### src/ils_pkg.sv
`timescale 1ns / 1ps
// ----------------------------------------------------------------------------
// ils_pkg: shared types and codes for the indexed list store
// Operation codes, status codes, datapath command kinds and the command and
// status bundles that run between the controller and the datapath.
// ----------------------------------------------------------------------------
package ils_pkg;

  // Default parameter values
  localparam int CAPACITY_DEF   = 32;
  localparam int DATA_WIDTH_DEF = 32;

  // Fixed port widths
  localparam int OP_W  = 3;
  localparam int POS_W = 6;
  localparam int VAL_W = 32;
  localparam int ST_W  = 2;
  localparam int LEN_W = 6;

  // Request operations
  localparam logic [OP_W-1:0] OP_APPEND    = 3'd0;
  localparam logic [OP_W-1:0] OP_INSERT    = 3'd1;
  localparam logic [OP_W-1:0] OP_REMOVE    = 3'd2;
  localparam logic [OP_W-1:0] OP_READ      = 3'd3;
  localparam logic [OP_W-1:0] OP_OVERWRITE = 3'd4;

  // Result status
  localparam logic [ST_W-1:0] ST_DONE  = 2'd0;
  localparam logic [ST_W-1:0] ST_RANGE = 2'd1;
  localparam logic [ST_W-1:0] ST_FULL  = 2'd2;

  // Datapath actions
  localparam logic [2:0] KIND_NONE   = 3'd0;
  localparam logic [2:0] KIND_APPEND = 3'd1;
  localparam logic [2:0] KIND_INSERT = 3'd2;
  localparam logic [2:0] KIND_REMOVE = 3'd3;
  localparam logic [2:0] KIND_READ   = 3'd4;
  localparam logic [2:0] KIND_WRITE  = 3'd5;

  // Controller to datapath
  typedef struct packed {
    logic            capture;  // latch request operands
    logic            exec;     // apply action and register result
    logic [2:0]      kind;
    logic [ST_W-1:0] status;
  } ils_cmd_t;

  // Datapath to controller
  typedef struct packed {
    logic in_range;  // position below current count
    logic full;      // count at capacity
  } ils_sts_t;

endpackage

### src/ils_ctrl.sv
`timescale 1ns / 1ps
// ----------------------------------------------------------------------------
// ils_ctrl: request sequencer for the indexed list store
// Accepts a request, decodes it against the datapath status in the
// following cycle and issues one action plus the result status.
// ----------------------------------------------------------------------------
module ils_ctrl (
  input  logic                   clk,
  input  logic                   rst_n,
  input  logic                   start,
  input  logic [ils_pkg::OP_W-1:0] in_op,
  input  ils_pkg::ils_sts_t      sts,
  output ils_pkg::ils_cmd_t      cmd,
  output logic                   busy,
  output logic                   out_valid
);
  import ils_pkg::*;

  localparam logic S_IDLE = 1'b0;
  localparam logic S_EXEC = 1'b1;

  logic            state_r, state_nxt;
  logic [OP_W-1:0] op_r;
  logic            out_valid_r;
  logic [2:0]      kind;
  logic [ST_W-1:0] status;

  assign busy      = (state_r == S_EXEC);
  assign out_valid = out_valid_r;

  // Decode the held operation against the list status
  always_comb begin
    kind   = KIND_NONE;
    status = ST_DONE;
    case (op_r)
      OP_APPEND: begin
        if (sts.full) status = ST_FULL;
        else kind = KIND_APPEND;
      end
      OP_INSERT: begin
        if (!sts.in_range) status = ST_RANGE;
        else if (sts.full) status = ST_FULL;
        else kind = KIND_INSERT;
      end
      OP_REMOVE: begin
        if (!sts.in_range) status = ST_RANGE;
        else kind = KIND_REMOVE;
      end
      OP_READ: begin
        if (!sts.in_range) status = ST_RANGE;
        else kind = KIND_READ;
      end
      OP_OVERWRITE: begin
        if (!sts.in_range) status = ST_RANGE;
        else kind = KIND_WRITE;
      end
      default: status = ST_RANGE;
    endcase
  end

  // Advance the state
  always_comb begin
    state_nxt = state_r;
    case (state_r)
      S_IDLE:  if (start) state_nxt = S_EXEC;
      S_EXEC:  state_nxt = S_IDLE;
      default: state_nxt = S_IDLE;
    endcase
  end

  always_comb begin
    cmd.capture = (state_r == S_IDLE) && start;
    cmd.exec    = (state_r == S_EXEC);
    cmd.kind    = kind;
    cmd.status  = status;
  end

  always_ff @(posedge clk) begin
    if (!rst_n) begin
      state_r     <= S_IDLE;
      out_valid_r <= 1'b0;
    end else begin
      state_r     <= state_nxt;
      out_valid_r <= (state_r == S_EXEC);
    end
  end

  // Hold the operation of the accepted transaction
  always_ff @(posedge clk) begin
    if (cmd.capture) op_r <= in_op;
  end

`ifndef SYNTHESIS
  a_exec_one_cycle: assert property (@(posedge clk) disable iff (!rst_n)
    state_r == S_EXEC |=> state_r == S_IDLE)
    else $error("execute state held more than one cycle");
  a_accept_to_busy: assert property (@(posedge clk) disable iff (!rst_n)
    start && !busy |=> busy)
    else $error("accepted transaction did not enter execute");
  a_strobe_follows_exec: assert property (@(posedge clk) disable iff (!rst_n)
    busy |=> out_valid)
    else $error("result strobe missing after execute");
  a_no_strobe_while_busy: assert property (@(posedge clk) disable iff (!rst_n)
    out_valid |-> !busy)
    else $error("result strobe overlaps execute");
`endif

endmodule

### src/ils_dpath.sv
`timescale 1ns / 1ps
// ----------------------------------------------------------------------------
// ils_dpath: slot row and result registers for the indexed list store
// A row of word cells, each wired to its neighbors so that insert and
// remove shift every affected cell in parallel; plus the fill count.
// ----------------------------------------------------------------------------
module ils_dpath #(
  parameter int CAPACITY   = ils_pkg::CAPACITY_DEF,
  parameter int DATA_WIDTH = ils_pkg::DATA_WIDTH_DEF
) (
  input  logic                      clk,
  input  logic                      rst_n,
  input  logic [ils_pkg::POS_W-1:0] in_position,
  input  logic [ils_pkg::VAL_W-1:0] in_item_value,
  input  ils_pkg::ils_cmd_t         cmd,
  output ils_pkg::ils_sts_t         sts,
  output logic [ils_pkg::VAL_W-1:0] out_read_value,
  output logic [ils_pkg::ST_W-1:0]  out_status,
  output logic [ils_pkg::LEN_W-1:0] out_length
);
  import ils_pkg::*;

  localparam int IW = $clog2(CAPACITY);
  localparam int CW = $clog2(CAPACITY + 1);
  localparam int PW = (CW > POS_W) ? CW : POS_W;

  logic [DATA_WIDTH-1:0] slot_r   [CAPACITY];
  logic [DATA_WIDTH-1:0] slot_nxt [CAPACITY];
  logic [CW-1:0]         count_r, count_nxt;
  logic [POS_W-1:0]      pos_r;
  logic [DATA_WIDTH-1:0] word_r;
  logic [PW-1:0]         pos_ext;
  logic [PW-1:0]         count_ext;
  logic [PW-1:0]         count_nxt_ext;
  logic [DATA_WIDTH-1:0] rd_word;
  logic [VAL_W-1:0]      rd_out;
  logic [DATA_WIDTH-1:0] in_word;
  logic [VAL_W-1:0]      read_value_r;
  logic [ST_W-1:0]       status_r;
  logic [LEN_W-1:0]      length_r;

  assign pos_ext       = PW'(pos_r);
  assign count_ext     = PW'(count_r);
  assign count_nxt_ext = PW'(count_nxt);

  // Fit the request word to the storage width, and the stored word to the port
  generate
    if (DATA_WIDTH <= VAL_W) begin : g_narrow
      assign in_word = in_item_value[DATA_WIDTH-1:0];
      assign rd_out  = VAL_W'(rd_word);
    end else begin : g_wide
      assign in_word = DATA_WIDTH'(in_item_value);
      assign rd_out  = rd_word[VAL_W-1:0];
    end
  endgenerate

  // Status for the controller
  assign sts.in_range = (pos_ext < count_ext);
  assign sts.full     = (count_r == CW'(CAPACITY));

  // Select the addressed cell
  assign rd_word = slot_r[pos_ext[IW-1:0]];

  // Next value of each cell from itself, its neighbors and the request word
  generate
    for (genvar g = 0; g < CAPACITY; g++) begin : g_cell
      logic [DATA_WIDTH-1:0] lower_w;
      logic [DATA_WIDTH-1:0] upper_w;
      if (g == 0) begin : g_lo
        assign lower_w = slot_r[g];
      end else begin : g_mid_lo
        assign lower_w = slot_r[g-1];
      end
      if (g == CAPACITY - 1) begin : g_hi
        assign upper_w = '0;
      end else begin : g_mid_hi
        assign upper_w = slot_r[g+1];
      end

      always_comb begin
        slot_nxt[g] = slot_r[g];
        if (cmd.exec) begin
          case (cmd.kind)
            KIND_APPEND: if (count_ext == PW'(g)) slot_nxt[g] = word_r;
            KIND_INSERT: begin
              if (PW'(g) == pos_ext) slot_nxt[g] = word_r;
              else if (PW'(g) > pos_ext) slot_nxt[g] = lower_w;
            end
            KIND_REMOVE: if (PW'(g) >= pos_ext) slot_nxt[g] = upper_w;
            KIND_WRITE:  if (PW'(g) == pos_ext) slot_nxt[g] = word_r;
            default:     slot_nxt[g] = slot_r[g];
          endcase
        end
      end

      // Clear the cell on reset so slots above the count hold zero
      always_ff @(posedge clk) begin
        if (!rst_n) slot_r[g] <= '0;
        else slot_r[g] <= slot_nxt[g];
      end
    end
  endgenerate

  // Step the fill count
  always_comb begin
    count_nxt = count_r;
    if (cmd.exec) begin
      case (cmd.kind)
        KIND_APPEND, KIND_INSERT: count_nxt = count_r + CW'(1);
        KIND_REMOVE:              count_nxt = count_r - CW'(1);
        default:                  count_nxt = count_r;
      endcase
    end
  end

  always_ff @(posedge clk) begin
    if (!rst_n) count_r <= '0;
    else count_r <= count_nxt;
  end

  // Hold the operands of the accepted transaction
  always_ff @(posedge clk) begin
    if (cmd.capture) begin
      pos_r  <= in_position;
      word_r <= in_word;
    end
  end

  // Register the result
  always_ff @(posedge clk) begin
    if (cmd.exec) begin
      read_value_r <= (cmd.kind == KIND_READ) ? rd_out : '0;
      status_r     <= cmd.status;
      length_r     <= count_nxt_ext[LEN_W-1:0];
    end
  end

  assign out_read_value = read_value_r;
  assign out_status     = status_r;
  assign out_length     = length_r;

`ifndef SYNTHESIS
  a_count_bound: assert property (@(posedge clk) disable iff (!rst_n)
    count_r <= CW'(CAPACITY))
    else $error("fill count above capacity");
  a_count_stable_idle: assert property (@(posedge clk) disable iff (!rst_n)
    !cmd.exec |=> $stable(count_r))
    else $error("fill count moved without an action");
  a_no_grow_when_full: assert property (@(posedge clk) disable iff (!rst_n)
    cmd.exec && sts.full |=> count_r <= $past(count_r))
    else $error("full list grew");
`endif

endmodule

### src/indexed_list_store_top.sv
`timescale 1ns / 1ps
// ----------------------------------------------------------------------------
// indexed_list_store_top: fixed-capacity ordered list of words
// Append, insert, remove, read and overwrite by index, one result per
// request.
// ----------------------------------------------------------------------------
//  channel   ports                                      handshake
//  request   in_op, in_position, in_item_value          start && !busy
//  result    out_read_value, out_status, out_length     out_valid strobe
//
//  A request is captured, then decoded against the fill count in the
//  execute cycle while the cell row shifts; the result then strobes for
//  one cycle, during which the next request may already be accepted.
//  busy is high only in the execute cycle; the cell row shifts all cells in
//  parallel, so the cycle count does not depend on position or fill.
//  Reset empties the list at once; no clearing pass is needed.
//  The receiver cannot stall; each result is taken in its strobe cycle.
// ----------------------------------------------------------------------------
module indexed_list_store_top #(
  parameter int CAPACITY   = ils_pkg::CAPACITY_DEF,
  parameter int DATA_WIDTH = ils_pkg::DATA_WIDTH_DEF
) (
  input  logic                      clk,
  input  logic                      rst_n,
  input  logic                      start,
  output logic                      busy,
  input  logic [ils_pkg::OP_W-1:0]  in_op,
  input  logic [ils_pkg::POS_W-1:0] in_position,
  input  logic [ils_pkg::VAL_W-1:0] in_item_value,
  output logic                      out_valid,
  output logic [ils_pkg::VAL_W-1:0] out_read_value,
  output logic [ils_pkg::ST_W-1:0]  out_status,
  output logic [ils_pkg::LEN_W-1:0] out_length
);
  import ils_pkg::*;

  ils_cmd_t cmd;
  ils_sts_t sts;

  // Sequence requests
  ils_ctrl u_ctrl (
    .clk       (clk),
    .rst_n     (rst_n),
    .start     (start),
    .in_op     (in_op),
    .sts       (sts),
    .cmd       (cmd),
    .busy      (busy),
    .out_valid (out_valid)
  );

  // Store and shift the words
  ils_dpath #(
    .CAPACITY   (CAPACITY),
    .DATA_WIDTH (DATA_WIDTH)
  ) u_dpath (
    .clk            (clk),
    .rst_n          (rst_n),
    .in_position    (in_position),
    .in_item_value  (in_item_value),
    .cmd            (cmd),
    .sts            (sts),
    .out_read_value (out_read_value),
    .out_status     (out_status),
    .out_length     (out_length)
  );

endmodule
### config.mk
export PLATFORM = sky130hd
export DESIGN_NAME = indexed_list_store_top
export DESIGN_NICKNAME = d
export VERILOG_FILES = /design/src/ils_pkg.sv /design/src/ils_ctrl.sv /design/src/ils_dpath.sv /design/src/indexed_list_store_top.sv
export SDC_FILE = /design/constraint.sdc
export NUM_CORES = 2
export LEC_CHECK = 0
export ABC_AREA = 1
export BUFFER_PORTS_ARGS = -buffer_cell sky130_fd_sc_hd__buf_2
export CAP_MARGIN = 20
export CORE_ASPECT_RATIO = 1.4
export CORE_MARGIN = 5
export CORE_UTILIZATION = 30
export CTS_CLUSTER_SIZE = 20
export DETAILED_ROUTE_END_ITERATION = 10
export PLACE_DENSITY_LB_ADDON = 0.3
export SETUP_SLACK_MARGIN = 0.02
export SKIP_LAST_GASP = 1
export SLEW_MARGIN = 30
export SYNTH_ARGS = -nofsm -noshare
export SYNTH_HDL_FRONTEND = slang
export SYNTH_SLANG_ARGS = --single-unit
export TNS_END_PERCENT = 1
### constraint.sdc
create_clock -name clk -period 4.8 [get_ports clk]
set_input_delay 0.48 -clock clk [delete_from_list [all_inputs] [get_ports clk]]
set_output_delay 0.48 -clock clk [all_outputs]
set_load 0.03 [all_outputs]
Word level (Yosys, flattened, before mapping)
Memories as Yosys holds them, arrays and structs flattened. A register that Yosys moved wholly into a read port is not among the register bits.
Index checks and enable logic that the tools add are counted.
Word-level totals
  bits of input ports: 44
  logic and storage cells: 459
  output and inout port bits: 42
  bits in registers: 57
  memories kept: 1
  memory bits (writable): 1024
Memories
  u_dpath.slot_r: depth 32, width 32, rd ports 33, clocked after Yosys merged registers in 1, write ports 32, line ils_dpath.sv:27  | logic [DATA_WIDTH-1:0] slot_r [CAPACITY];
Cells by class
  reduce and logical (&&, ||, !) cells: 8
  bitwise logic cells: 33
  multiplexer cells: 271
  add/sub/neg operators: 2
  $lt $le $gt $ge: 64
  equal/unequal tests: 72
Operator list (count)
  32-bit 2-to-1 mux: 222
  32-bit one-hot mux with 4 select lines: 31
  5-bit by 6-bit == test with 1-bit output, first input constant: 16
  6-bit by 5-bit == test with 1-bit output, second input constant: 16
  5-bit by 6-bit >= comparator with 1-bit output, first input constant: 16
  5-bit by 6-bit > comparator with 1-bit output, first input constant: 16
  32-bit one-hot mux with 3 select lines: 1
  4-bit by 6-bit == test with 1-bit output, first input constant: 8
  6-bit by 4-bit == test with 1-bit output, second input constant: 8
  4-bit by 6-bit >= comparator with 1-bit output, first input constant: 8
  4-bit by 6-bit > comparator with 1-bit output, first input constant: 8
  1-bit OR: 32
  3-bit by 6-bit == test with 1-bit output, first input constant: 4
  6-bit by 3-bit == test with 1-bit output, second input constant: 4
  3-bit by 6-bit >= comparator with 1-bit output, first input constant: 4
  3-bit by 6-bit > comparator with 1-bit output, first input constant: 4
  3-bit one-hot mux with 5 select lines: 1
  2-bit by 6-bit == test with 1-bit output, first input constant: 2
  3-bit by 2-bit == test with 1-bit output, second input constant: 4
  6-bit by 2-bit == test with 1-bit output, second input constant: 2
  1-bit by 6-bit >= comparator with 1-bit output, first input constant: 2
  2-bit by 6-bit >= comparator with 1-bit output, first input constant: 2
  2-bit by 6-bit > comparator with 1-bit output, first input constant: 2
  6-bit logical NOT: 2
  22 further kinds: 35

Longest topological paths before layout
  depth in word-level cells: 9
  depth in mapped cells: 17

Hierarchy
From an unflattened synthesis, not the netlist that was laid out.
Second synthesis, totals
  cell total of the unflattened synthesis: 14859
  area, all modules: 80674.9 sq um
By module, submodules not included
  ils_dpath: area an instance 80407.1 sq um, sequential area each 22962.0 sq um, times used 1, cells each 14824
  ils_ctrl: area an instance 267.8 sq um, sequential area each 130.1 sq um, times used 1, cells each 35

Worst setup path before layout
OpenSTA, ideal clock, no wires.
  path type: reg2reg
  from: reg u_ctrl.state_r (netlist: u_ctrl.busy)
  to: reg u_ctrl.op_r[0] (enable)
  cell stages (with the launch flop): 4
  arrival: 3.180 ns
  setup slack: 1.179 ns
  data required time: 4.360 ns
  library setup time: 0.440 ns
  path through: dfxtp_1 -> clkbuf_1 -> clkbuf_1 -> nor2_1
RTL lines
  start: declaration: line ils_ctrl.sv:22  | logic state_r, state_nxt;
  start signal: assignment: line ils_ctrl.sv:83  | state_r <= state_nxt;
  end signal: assignment: line ils_ctrl.sv:90  | if (cmd.capture) op_r <= in_op;
  end: declaration: line ils_ctrl.sv:23  | logic [OP_W-1:0] op_r;

==> impl_summary.md <==
CTS
Buffers added to address setup during post-CTS repair amount to 0. The number of instances resized during post-cts repair is 0. The CTS tree is yes. The tree is rooted in a sky130_fd_sc_hd__clkbuf_16. The maximum number of buffers from clock root to sink is 4. The number of hold buffers added after CTS was 42.

For the worst-skew pair, the clock arrives at the later sink with an insertion delay of 0.85 ns. The clock buffer count from CTS is 140. Clock tree synthesis found a total of 1113 sinks. In this run the number of H-tree levels came out at 4. The clock-pin slew on the worst setup and hold paths is 0.07 ns.

Critical path
The data arrival time of the critical path is 5.16 ns. On the worst path, the slowest cell contributes a delay of 0.91 ns. The signal on the critical path passes through buf_12 -> nand2_2 -> inv_8 -> buf_12 -> a31oi_1 -> a21oi_1 -> nor2_4 -> and2_4 -> nor2_1 -> nor2_1. The slowest stage of the critical path is the sky130_fd_sc_hd__and2_4 cell. The depth of the most critical reg-to-reg path is 10. For the worst setup path, the data required time is 5.55 ns. The slack of the worst reg-to-reg path is 0.40 ns.

STA classifies the critical path endpoint as a flip-flop. The count of buffer and inverter cells on the critical path is 3. The family of cells with the greatest summed delay on the critical path is simple AND/OR/NAND/NOR gates. The worst setup path is of the flip-flop to flip-flop kind.

The number of cells on the critical path is 10. The kind of start point of the critical path is a flip-flop. Of all nets on the critical path, the largest fanout is 65.

Die
86 I/O pins were placed. The die covers 0.2735 mm². Measured along the x axis, the die boundary spans 443.4 µm.

After floorplanning, the core was sized to cover 0.2617 mm². The floorplan has 222 rows. The floorplan step set the die height to 616.8 µm. Once the floorplan was initialized, standard cells occupied 30.15% of the core.

Placement
The placer's final routability congestion estimate is 0.9692. The placed wire-length estimate after detailed placement is 243600 µm. The quantity of I/O buffers inserted on ports is 85. The number of placed instances, taps included, is 16850.

STA
Of the available clock period, the critical path in the final layout requires 91.75%. Setup repair after global routing left no endpoint under its margin. The worst pin sits at a relative slew slack of 16.22%.

The clock skew after layout is 0.04334 ns. The number of hold violations in the final report is 0. The clock period minus final worst setup slack is 4.404 ns. Setup total negative slack on the finished layout was measured at 0 ns. The transition time at the pin with the least slew margin is 1.257 ns.

Setup violations remaining at the end of the flow were counted as 0. The count of pins over their slew limit is 0. For this run, the top clock speed supported by timing is 227.1 MHz.

Global routing
Across every metal layer, demand over resource in global routing totals 29.11%. The first global-routing pass estimated 599900 µm of wire. Entering global routing, the biggest net connects 171 pins. The global-route congestion overflow total is 0. The number of global-route vias before repair was 85840. The number of antenna violations at the first check in global routing was 29.

Min path
The type of the worst min-delay path is input pin to flip-flop. The worst hold path passes through 3 cells.

Yosys
The mapped netlist covers 0.07890 mm². Counting flops and latches in the post-synthesis netlist gives 1113. In this run, distinct cell masters in the synthesized netlist total 50.

By area the synthesized netlist is led by sky130_fd_sc_hd__dfxtp_1 26%, sky130_fd_sc_hd__nand2_1 25%, sky130_fd_sc_hd__nor2_1 15%. The synthesized instance count is 14180. The biggest area consumer among synthesized cells is sky130_fd_sc_hd__dfxtp_1. The synthesized net count is 14230. The share of the yosys chip area belonging to registers is 29.27%. Yosys printed 0 warnings. Each instance of the synthesized netlist takes up on average 5.564 µm². The share of the synthesized area in the top cell type is 26.19%.

Finish
Leaving out fill and tap cells, the most frequent cells in the layout are 5324 x sky130_fd_sc_hd__nand2_1, 3058 x sky130_fd_sc_hd__nor2_1, 1445 x sky130_fd_sc_hd__o21ai_0, 1031 x sky130_fd_sc_hd__dfxtp_1, 750 x sky130_fd_sc_hd__nand3_1. The final standard cell count with taps included and fillers excluded is 17150. After filler insertion, the fill cell instance count of the layout stands at 29590. The layout overhead on the synthesized area is 10.45%.

The final layout contains 13620 nets. The library cell used most frequently in the layout, excluding fill and tap cells, is sky130_fd_sc_hd__nand2_1. The fraction of final layout cells with drive strength greater than 1 is 5.621%.

Routing
The remaining design rule violation count is 0. For this block, the routed nets add up to 420400 µm of wire. The DRC marker count from the first detailed-route iteration is 12880.

The count of nets left with antenna violations after detail routing is 0. Using the TritonRoute via totals, the vias-per-cell ratio works out to 5.568. The length of the first detailed-routing pass in iterations is 9. The detail-routed net length per standard cell is 24.51 µm. The count of vias placed by the detailed router is 95500.

Pwr
The worst-case IR drop observed on VDD is 0.2677 mV. The leakage power is 36.83 nW. For this design the ratio of total power to cell area is 298.0 mW/mm².

Job
The tool flagged a number of max-cap violations equal to 0.

Status
The flow ran to the end, and the final reports show no timing, DRC or antenna violations.
==> metal layers <==
metal | up-vias | part of all wire [%] | global-route usage, %
li1 | 43670 | - | -
met1 | 43950 | 36 | 34.21
met2 | 6052 | 43 | 45.32
met3 | 1828 | 11 | 6.058
met4 | 8 | 10 | 24.62
met5 | - | 0.011 | 0
==> state kept, by name, indices dropped and copies added, names as in the netlist <==
register and flops:
u_dpath.out_length 6, u_ctrl.op_r 3, u_dpath.out_status 2, u_ctrl.busy 1
u_dpath.out_read_value 32, u_dpath.slot_r 1024, u_ctrl.out_valid 1, u_dpath.count_ext 6
u_dpath.word_r 32, u_dpath.pos_ext 6
==> logic make-up after synthesis <==
family,after synthesis,synth area share (%)
simple gates,9347,46.56
compound gates,2162,14.82
buf+inv,1514,8.778
flops,1113,29.27
mux,30,0.3806
fa+ha+maj,9,0.1427
xor+xnor,4,0.04440
==> cells in the mapped netlist, drive strengths merged <==
cell type and n:
ha 9, nand3 780, o21a 2, or2 9, nor2 3098, a2111oi 1
nor3 12, mux2i 30, o211ai 23, a221oi 1, nand2 5361, xor2 4
nand4 59, a211oi 4, a21o 6, o21ai 1468, a21boi 1, a31oi 1
nor4 7, o221ai 23, clkinv 8, o22ai 3, o31ai 27, dfxtp 1032
and2 21, edfxtp 81, clkbuf 532, a21oi 363, buf 650, o2111ai 1
inv 324, a22oi 238
==> tightest hold or removal path, delay by kind of cell <==
kind | cells | cell delay, ns
buffers and inverters | 1 | 0.31
and+or+nand+nor | 2 | 0.20
==> power breakdown <==
| group | internal [W] | total, W | switching [W] |
|---|---|---|---|
| Clock | 0.00664 | 0.0113 | 0.00470 |
| Combinational | 0.00114 | 0.00448 | 0.00334 |
| Sequential | 0.00970 | 0.0101 | 0.000446 |
| Total | 0.0175 | 0.0260 | 0.00848 |
==> layout make-up <==
type	count	area (µm²)	share of cell area [%]
Multi-Input combinational cell	11550	49390	56.68
Clock buffer	206	4232	4.856
Clock inverter	36	457.9	0.5255
Sequential cell	1113	23100	26.50
Tap cell	3472	4344	4.985
Antenna cell	16	40.04	0.04594
Inverter	332	1292	1.483
Timing Repair Buffer	424	4289	4.922
==> per-stage QoR <==
| step | hold WS, ns | setup WS [ns] | total power, W | cell area, µm² | util (%) |
|---|---|---|---|---|---|
| floorplan | 0.4401 | 1.179 | 0.01280 | 78900 | - |
| global placement | 0.4497 | 0.7022 | 0.01459 | 81950 | 31.32 |
| detailed placement | 0.4576 | 0.7541 | 0.01460 | 81990 | 31.34 |
| CTS | 0.2223 | 0.7216 | 0.02589 | 87100 | 33.29 |
| global route | 0.2542 | 0.4729 | 0.02669 | 87110 | 33.29 |
| finish | 0.2447 | 0.3959 | 0.02597 | 87140 | 33.31 |
==> worst paths after layout <==
kind | to | from
worst max-delay path | u_dpath.slot_r[30][18] | u_dpath.pos_ext[0]
worst min-delay path | u_dpath.slot_r[31][11] | rst_n
worst max register to register | u_dpath.slot_r[30][18] | u_dpath.pos_ext[0]
worst min register to register | u_dpath.slot_r[20][27] | u_dpath.slot_r[20][27]
(Power assumes the default switching activity.)
